==> config.mk <==
export PLATFORM = sky130hd
export DESIGN_NAME = segf_ctrl
export DESIGN_NICKNAME = d
export VERILOG_FILES = /design/src/rtl/segf_pkg.sv /design/src/rtl/segf_ctrl.sv
export SDC_FILE = /design/constraint.sdc
export NUM_CORES = 1
export LEC_CHECK = 0
export ABC_CLOCK_PERIOD_IN_PS = 2700
export BUFFER_PORTS_ARGS = -buffer_cell sky130_fd_sc_hd__clkbuf_2
export CAP_MARGIN = 5
export CORE_MARGIN = 2
export CORE_UTILIZATION = 35
export CTS_CLUSTER_DIAMETER = 100
export DETAILED_ROUTE_END_ITERATION = 16
export PLACE_DENSITY = 0.62
export SYNTH_ARGS = -nofsm -noshare
export SYNTH_HDL_FRONTEND = slang
export SYNTH_SLANG_ARGS = --single-unit
export TNS_END_PERCENT = 1
==> constraint.sdc <==
create_clock -name clk -period 2.7 [get_ports clk]
set_clock_uncertainty 0.1 [all_clocks]
set_input_delay 0.54 -clock clk [delete_from_list [all_inputs] [get_ports clk]]
set_output_delay 0.54 -clock clk [all_outputs]
set_load 0.01 [all_outputs]
==> src/rtl/segf_pkg.sv <==
// Shared types, constants and helper functions for the segment follow block.
// Used by segf_ctrl, segf_dp, the top level and the checker. No dependencies.
package segf_pkg;

  localparam int COORD_W           = 24;
  localparam int LEN_W             = 23;
  localparam int CORDIC_ITERATIONS = 20;
  localparam int CORDIC_STEPS      = (CORDIC_ITERATIONS > 32) ? 32 : CORDIC_ITERATIONS;
  localparam int SQRT_STEPS        = 32;
  localparam int DIVF_STEPS        = 24;
  localparam int CNT_W             = 5;

  localparam logic [LEN_W-1:0] LEN_RESET = 23'd25600;
  localparam logic [30:0]      GAIN_Q31  = 31'd1304065748;

  // binary angle = (r * 2^32 + 11520) / 23040 = (r * 2^23 + 22) / 45
  //              = r * 186413 + (23 * r + 22) / 45
  localparam logic [31:0] BANG_BASE  = 32'd186413;
  localparam logic [31:0] BANG_REM   = 32'd23;
  localparam logic [31:0] BANG_RND   = 32'd22;
  // exact floor(n / 45) for n < 2^20
  localparam logic [20:0] RECIP45    = 21'd1491309;
  localparam int          RECIP45_SH = 26;

  localparam logic [CNT_W-1:0] SQRT_LAST   = CNT_W'(SQRT_STEPS - 1);
  localparam logic [CNT_W-1:0] DIVF_LAST   = CNT_W'(DIVF_STEPS - 1);
  localparam logic [CNT_W-1:0] CORDIC_LAST = CNT_W'(CORDIC_STEPS - 1);

  typedef enum logic [4:0] {
    ST_IDLE, ST_CHECK, ST_NORM, ST_SQY, ST_SQADD, ST_SQRT,
    ST_MULX, ST_DINX, ST_DIVX, ST_OFFX, ST_MULY, ST_DINY, ST_DIVY, ST_OFFY,
    ST_DINA, ST_DIVA, ST_ANGMUL, ST_ANGX, ST_CORDIC, ST_ROT, ST_FIN
  } state_t;

  typedef enum logic [4:0] {
    OP_NONE, OP_LOAD, OP_NORM, OP_SQX, OP_SQY, OP_SQADD, OP_SQRT,
    OP_MULX, OP_MULY, OP_DINX, OP_DINY, OP_DIV, OP_OFFX, OP_OFFY,
    OP_DINA, OP_DIVA, OP_ANGMUL, OP_ANGX, OP_CORDIC, OP_ROT, OP_OUT
  } dp_op_t;

  typedef struct packed {
    dp_op_t           op;
    logic [CNT_W-1:0] cnt;
  } cmd_t;

  typedef struct packed {
    logic func;
    logic degen;
    logic norm_done;
    logic out_free;
  } status_t;

  function automatic logic [31:0] atan_q32(input logic [CNT_W-1:0] i);
    logic [31:0] v;
    case (i)
      5'd0:  v = 32'h20000000;
      5'd1:  v = 32'h12E4051E;
      5'd2:  v = 32'h09FB385B;
      5'd3:  v = 32'h051111D4;
      5'd4:  v = 32'h028B0D43;
      5'd5:  v = 32'h0145D7E1;
      5'd6:  v = 32'h00A2F61E;
      5'd7:  v = 32'h00517C55;
      5'd8:  v = 32'h0028BE53;
      5'd9:  v = 32'h00145F2F;
      5'd10: v = 32'h000A2F98;
      5'd11: v = 32'h000517CC;
      5'd12: v = 32'h00028BE6;
      5'd13: v = 32'h000145F3;
      5'd14: v = 32'h0000A2FA;
      5'd15: v = 32'h0000517D;
      5'd16: v = 32'h000028BE;
      5'd17: v = 32'h0000145F;
      5'd18: v = 32'h00000A30;
      5'd19: v = 32'h00000518;
      5'd20: v = 32'h0000028C;
      5'd21: v = 32'h00000146;
      5'd22: v = 32'h000000A3;
      5'd23: v = 32'h00000051;
      5'd24: v = 32'h00000029;
      5'd25: v = 32'h00000014;
      5'd26: v = 32'h0000000A;
      5'd27: v = 32'h00000005;
      5'd28: v = 32'h00000003;
      5'd29: v = 32'h00000001;
      5'd30: v = 32'h00000001;
      default: v = 32'h00000000;
    endcase
    return v;
  endfunction

  function automatic logic signed [COORD_W-1:0] sat_coord(input logic signed [27:0] v);
    logic signed [27:0] hi;
    logic signed [27:0] lo;
    hi = 28'sd8388607;
    lo = -28'sd8388608;
    if (v > hi) return COORD_W'(hi);
    if (v < lo) return COORD_W'(lo);
    return v[COORD_W-1:0];
  endfunction

endpackage

==> src/rtl/segf_ctrl.sv <==
// Sequencer for the segment follow block: steps the datapath through each item.
// Depends on segf_pkg; drives segf_dp through cmd_t and reads status_t.
module segf_ctrl (
  input  logic              clk,
  input  logic              rst_n,
  input  logic              in_valid,
  output logic              in_stall,
  input  segf_pkg::status_t st,
  output segf_pkg::cmd_t    cmd
);

  segf_pkg::state_t             state_r, state_nxt;
  logic [segf_pkg::CNT_W-1:0]   cnt_r, cnt_nxt;
  segf_pkg::dp_op_t             op;

  always_ff @(posedge clk) begin
    if (!rst_n) begin
      state_r <= segf_pkg::ST_IDLE;
      cnt_r   <= '0;
    end else begin
      state_r <= state_nxt;
      cnt_r   <= cnt_nxt;
    end
  end

  function automatic logic loop_end(input logic [segf_pkg::CNT_W-1:0] c,
                                    input logic [segf_pkg::CNT_W-1:0] last);
    return c == last;
  endfunction

  always_comb begin
    state_nxt = state_r;
    cnt_nxt   = cnt_r;
    case (state_r)
      segf_pkg::ST_IDLE:   if (in_valid) state_nxt = segf_pkg::ST_CHECK;
      segf_pkg::ST_CHECK: begin
        if (st.func)       state_nxt = segf_pkg::ST_DINA;
        else if (st.degen) state_nxt = segf_pkg::ST_FIN;
        else               state_nxt = segf_pkg::ST_NORM;
      end
      segf_pkg::ST_NORM:   if (st.norm_done) state_nxt = segf_pkg::ST_SQY;
      segf_pkg::ST_SQY:    state_nxt = segf_pkg::ST_SQADD;
      segf_pkg::ST_SQADD:  state_nxt = segf_pkg::ST_SQRT;
      segf_pkg::ST_SQRT: begin
        cnt_nxt = cnt_r + 1'b1;
        if (loop_end(cnt_r, segf_pkg::SQRT_LAST)) begin
          cnt_nxt = '0; state_nxt = segf_pkg::ST_MULX;
        end
      end
      segf_pkg::ST_MULX:   state_nxt = segf_pkg::ST_DINX;
      segf_pkg::ST_DINX:   state_nxt = segf_pkg::ST_DIVX;
      segf_pkg::ST_DIVX: begin
        cnt_nxt = cnt_r + 1'b1;
        if (loop_end(cnt_r, segf_pkg::DIVF_LAST)) begin
          cnt_nxt = '0; state_nxt = segf_pkg::ST_OFFX;
        end
      end
      segf_pkg::ST_OFFX:   state_nxt = segf_pkg::ST_MULY;
      segf_pkg::ST_MULY:   state_nxt = segf_pkg::ST_DINY;
      segf_pkg::ST_DINY:   state_nxt = segf_pkg::ST_DIVY;
      segf_pkg::ST_DIVY: begin
        cnt_nxt = cnt_r + 1'b1;
        if (loop_end(cnt_r, segf_pkg::DIVF_LAST)) begin
          cnt_nxt = '0; state_nxt = segf_pkg::ST_OFFY;
        end
      end
      segf_pkg::ST_OFFY:   state_nxt = segf_pkg::ST_FIN;
      segf_pkg::ST_DINA:   state_nxt = segf_pkg::ST_DIVA;
      segf_pkg::ST_DIVA:   state_nxt = segf_pkg::ST_ANGMUL;
      segf_pkg::ST_ANGMUL: state_nxt = segf_pkg::ST_ANGX;
      segf_pkg::ST_ANGX:   state_nxt = segf_pkg::ST_CORDIC;
      segf_pkg::ST_CORDIC: begin
        cnt_nxt = cnt_r + 1'b1;
        if (loop_end(cnt_r, segf_pkg::CORDIC_LAST)) begin
          cnt_nxt = '0; state_nxt = segf_pkg::ST_ROT;
        end
      end
      segf_pkg::ST_ROT:    state_nxt = segf_pkg::ST_FIN;
      segf_pkg::ST_FIN:    if (st.out_free) state_nxt = segf_pkg::ST_IDLE;
      default:             state_nxt = segf_pkg::ST_IDLE;
    endcase
  end

  always_comb begin
    op = segf_pkg::OP_NONE;
    case (state_r)
      segf_pkg::ST_IDLE:   if (in_valid) op = segf_pkg::OP_LOAD;
      segf_pkg::ST_NORM:   op = st.norm_done ? segf_pkg::OP_SQX : segf_pkg::OP_NORM;
      segf_pkg::ST_SQY:    op = segf_pkg::OP_SQY;
      segf_pkg::ST_SQADD:  op = segf_pkg::OP_SQADD;
      segf_pkg::ST_SQRT:   op = segf_pkg::OP_SQRT;
      segf_pkg::ST_MULX:   op = segf_pkg::OP_MULX;
      segf_pkg::ST_DINX:   op = segf_pkg::OP_DINX;
      segf_pkg::ST_DIVX:   op = segf_pkg::OP_DIV;
      segf_pkg::ST_OFFX:   op = segf_pkg::OP_OFFX;
      segf_pkg::ST_MULY:   op = segf_pkg::OP_MULY;
      segf_pkg::ST_DINY:   op = segf_pkg::OP_DINY;
      segf_pkg::ST_DIVY:   op = segf_pkg::OP_DIV;
      segf_pkg::ST_OFFY:   op = segf_pkg::OP_OFFY;
      segf_pkg::ST_DINA:   op = segf_pkg::OP_DINA;
      segf_pkg::ST_DIVA:   op = segf_pkg::OP_DIVA;
      segf_pkg::ST_ANGMUL: op = segf_pkg::OP_ANGMUL;
      segf_pkg::ST_ANGX:   op = segf_pkg::OP_ANGX;
      segf_pkg::ST_CORDIC: op = segf_pkg::OP_CORDIC;
      segf_pkg::ST_ROT:    op = segf_pkg::OP_ROT;
      segf_pkg::ST_FIN:    if (st.out_free) op = segf_pkg::OP_OUT;
      default:             op = segf_pkg::OP_NONE;
    endcase
  end

  assign in_stall = (state_r != segf_pkg::ST_IDLE);
  assign cmd.op   = op;
  assign cmd.cnt  = cnt_r;

endmodule

# Yosys cells after proc, flatten, opt, wreduce, memory -nomap -nowiden
# Cells that the tools add are included.
[op_classes]
add_sub_neg = 1
muxes = 18
multipliers = 0
reduce_logical = 6
bitwise_logic = 0
shifts = 0
order_cmp = 0
div = 0
n_eq_ne = 30
[ops]
columns = ["operator", "count"]
rows = [
  ["5-bit one-hot mux with 20 select lines", 1],
  ["5-bit one-hot mux with 19 select lines", 1],
  ["5-bit two-way mux", 13],
  ["5-bit by 4-bit equality test with 1-bit output, second input constant", 8],
  ["5-bit equality test, second input constant", 8],
  ["5-bit by 3-bit equality test with 1-bit output, second input constant", 4],
  ["5-bit one-hot mux with 3 select lines", 1],
  ["2-bit != test, second input constant", 7],
  ["5-bit by 2-bit equality test with 1-bit output, second input constant", 2],
  ["7-bit AND reduction", 1],
  ["5-bit by 1-bit adder with 5-bit output, second input constant", 1],
  ["5-bit by 1-bit equality test with 1-bit output, second input constant", 1],
  ["5-bit logical NOT", 1],
  ["5-bit nonzero test", 1],
  ["2-bit OR reduction", 2],
  ["3-bit nonzero test", 1],
  ["1-bit two-way mux", 2],
]
[totals]
ff_bits = 10
latch_bits = 0
word_cells = 57
mem_bits_rw = 0
rom_bits = 0
n_memories = 0

# Logic depth before layout (Yosys ltp)
[depth]
ltp_word = 3
ltp_mapped = 8

# Worst setup path before layout
# Ideal clock, no wire load.
[synth_path]
path_kind = "register to register"
startpoint = "reg cnt_r[0] (netlist name)"
endpoint = "reg state_r[0]"
stages_incl_launch_ff = 9
synth_period_minus_slack_ps = 1976
setup_ps = 117
arrival_ps = 1759
slack_ps = 724
cell_sequence = "dfxtp_1 > ha_1 > and3_1 > ha_1 > nor3_1 > a21oi_1 > nor3_1 > nor2_2 > a32o_1"
[synth_via]
elab_chain_len = 3
[synth_lines]
columns = ["element", "line_no", "text"]
rows = [
  ["start: declaration", "segf_ctrl.sv:13", "logic [segf_pkg::CNT_W-1:0] cnt_r, cnt_nxt;"],
  ["start signal: assignment", "segf_ctrl.sv:22", "cnt_r <= cnt_nxt;"],
  ["5-bit equality test", "segf_ctrl.sv:28", "return c == last;"],
  ["2-bit != test (no line)", "--", ""],
  ["7-bit AND reduction (no line) *", "--", ""],
  ["end signal: assignment", "segf_ctrl.sv:18", "state_r <= segf_pkg::ST_IDLE;"],
  ["end signal: assignment", "segf_ctrl.sv:21", "state_r <= state_nxt;"],
  ["end: declaration", "segf_ctrl.sv:12", "segf_pkg::state_t state_r, state_nxt;"],
]
# Mark *: on every way between the ends. The rest lies on a longest branch, timed or not.
# A chain may end at the register's enable or synchronous reset.

==> run summary <==
Yosys reg bits: 10
routability congestion estimate from global placement: 0.910
vias in the first global route: 900
initial detailed-routing violation count: 23
number of flops mapped to enable cells by yosys: 0
element type at the critical path end: output port
Post-layout nets: 151
share of layout cells above drive strength 1: 24.1%
unrepaired setup endpoints after global routing: false
ant diodes: 0
Distinct cells, synth: 51
net count after synthesis: 135
area growth from synthesis to layout: 14.4%
final critical path time including I/O delays and setup: 2.44 ns
final non-filler cell area: 1100 sq um
count of vias placed by the detailed router: 992
Reg2Reg Setup Slack: 0.48 ns
slew at the pin with the worst max-slew slack: 0.716 ns
crit path from: state_r[0]
share of synthesized flip-flops with an asynchronous set or reset: 0%
Die Area: 3190 sq um
proportion of netlist area held by the largest area contributor: 20.8%
most used flip-flop cell after synthesis: dfxtp_1
post-cts hold buffer count: 0
length in cells of the worst reg-to-reg path: 5
dominant cells by area after synthesis: dfxtp_1 21%, o21ai_0 5.2%, nand2_1 4.3%
clk slew on worst S/H paths: 0.07 ns
Placeable Area: 2690 sq um
final global-route overflow total: 0
Post CTS Setup Buffer Count: 0
Die Span Y: 56.5 um
insertion delay to the later sink of the worst-skew pair: 0.27 ns
most numerous cell types in the synthesized netlist: 11 x nand2_1, 10 x dfxtp_1, 10 x o21ai_0
root cell of the clock tree: clkbuf_4
post-DR wirelength/cell: 14.5 um
type of the tightest min-delay check: reg2reg
leak pwr: 0.443 nW
max-slew violation count: 0
Placement Cell Area: 1070 sq um
Req. time, crit path: 2.06 ns
post-synthesis share of cell area spent on full adders, half adders and majority gates: 2.59%
dominant combinational cell family by area after synthesis: simple AND/OR/NAND/NOR gates
Max clock buf depth: 2
Power per Cell Area: 1040 nW/um^2
Synth area leader: dfxtp_1
number of nets with antenna violations after routing: 0
start of the worst register-to-register path: state_r[1]
share of the yosys chip area belonging to registers: 20.8%
type of the worst setup path: reg2out
xor/xnor share of the synthesized area: 0.908%
synthesized area per cell: 7.66 sq um
maximum ir drop on the vdd rail: 0.000490 V
DRC violations left: 0
wire length of the first global-routing pass: 4060 um
max-cap violation count: 0
number of vias per cell: 5.77
largest fanout of any net on the critical path: 17
type of origin of the critical path: flop
number of I/O port buffers: 17
TritonCTS buffer count: 3
data arrival time of the worst path: 1.80 ns
Yosys warnings: 0
endpoint of the lowest-slack register-to-register path: cnt_r[3]
worst rel slew slack: 52.2%
Cells after Synth: 126
overall routed net length: 2500 um
Post-Route Setup TNS: 0 ns
Final HPWL DP: 1810 um
post-synthesis mux area share: 4.15%
post-synthesis compound-gate area fraction: 27.9%
number of antenna violations at the first check in global routing: 0
final hold violation count: 0
largest net degree at the start of global routing: 21
die outline width: 56.5 um
netlist area before placement: 965 sq um
simple-gate area share of the yosys netlist: 37.6%
maximum clock frequency: 0.410 GHz
clock sinks: 10
quantity of gates resized following cts: 0
starting density of the core: 35.9%
cell with the most instances after synthesis: nand2_1
Clock H-tree levels: 1
count of TritonRoute iterations in the first routing pass: 4
hold slack final: 0.403 ns
GR Util All Layers: 15.7%
critical path endpoint: cmd[6]
outcome: finished clean
standard-cell rows: 19
final setup violation count: 0
top-level port count: 18
clock tree from TritonCTS: yes
share of the clock period used by the worst path after layout: 90.3%
==> how the worst min path moves through the flow <==
stage | cells past startpoint | end | slack [ns] | startpoint
final | 2 | cnt_r[1] | 0.40 | cnt_r[1]
after global routing | 2 | cnt_r[1] | 0.42 | cnt_r[1]
after CTS | 2 | cnt_r[1] | 0.41 | cnt_r[1]
after detailed placement | 2 | cnt_r[1] | 0.39 | cnt_r[1]
after global placement | 2 | cnt_r[1] | 0.38 | cnt_r[1]
after floorplan | 2 | cnt_r[1] | 0.40 | cnt_r[1]
==> sequential cells by signal, summed over array words and instances (netlist names) <==
signal and flops:
cnt_r 5, state_r 5
==> metrics by stage <==
step	setup WS, ns	utilization (%)	power, mW	instances
after CTS	0.274	41.1	1.15	172
after detailed placement	0.519	39.7	1.01	168
after global placement	0.508	39.7	0.996	168
after global routing	0.122	41.1	1.24	172
after floorplan	0.724	-	0.818	126
final	0.262	41.1	1.15	172
==> layout make-up <==
type / count / area, sq um
fill: 279 / 1580
inverter: 2 / 7.51
tap: 31 / 38.8
timing repair buffer: 21 / 115
clock buffer: 4 / 36.3
multi-input combinational: 104 / 706
sequential: 10 / 200
==> kinds of logic after synthesis <==
| group | Yosys count |
|---|---|
| AO/OA/AOI/OAI | 40 |
| XOR/XNOR | 1 |
| adder cells (fa/ha/maj) | 2 |
| buffers and inverters | 12 |
| flip-flops | 10 |
| multiplexers | 4 |
| AND/OR/NAND/NOR | 57 |
==> metal layers <==
layer / wire length (um) / global-route usage, % / vias up
li1: - / - / 512
met1: 1210 / 21.5 / 446
met2: 1150 / 25.6 / 32
met3: 128 / 1.61 / 2
met4: 12 / 5.10 / 0
met5: 0 / 0 / -
==> layout by cell type, fill, tap and decap left out, drive strengths merged, types with 3 or more instances in the layout <==
master,netlist,final
nand2,11,11
buf,5,4
o21ai,11,11
nor2,9,9
a21oi,9,9
nor2b,3,3
dfxtp,10,10
nand2b,4,4
nor3,4,4
a31oi,5,5
nand3,3,3
mux2i,4,4
clkbuf,5,21
==> power breakdown <==
| part | internal [mW] | switching [mW] | total, mW |
|---|---|---|---|
| registers | 0.186 | 0.126 | 0.312 |
| clock network | 0.0820 | 0.0580 | 0.140 |
| logic | 0.327 | 0.369 | 0.696 |
==> critical path, stage by stage, from the launching register on <==
cell      delay, ns
dfxtp_1        0.67
and2b_1        0.28
a21o_1         0.19
o21ai_0        0.15
o31ai_1        0.09
clkbuf_2       0.14
Note: power is estimated with default switching activity, not from simulation.
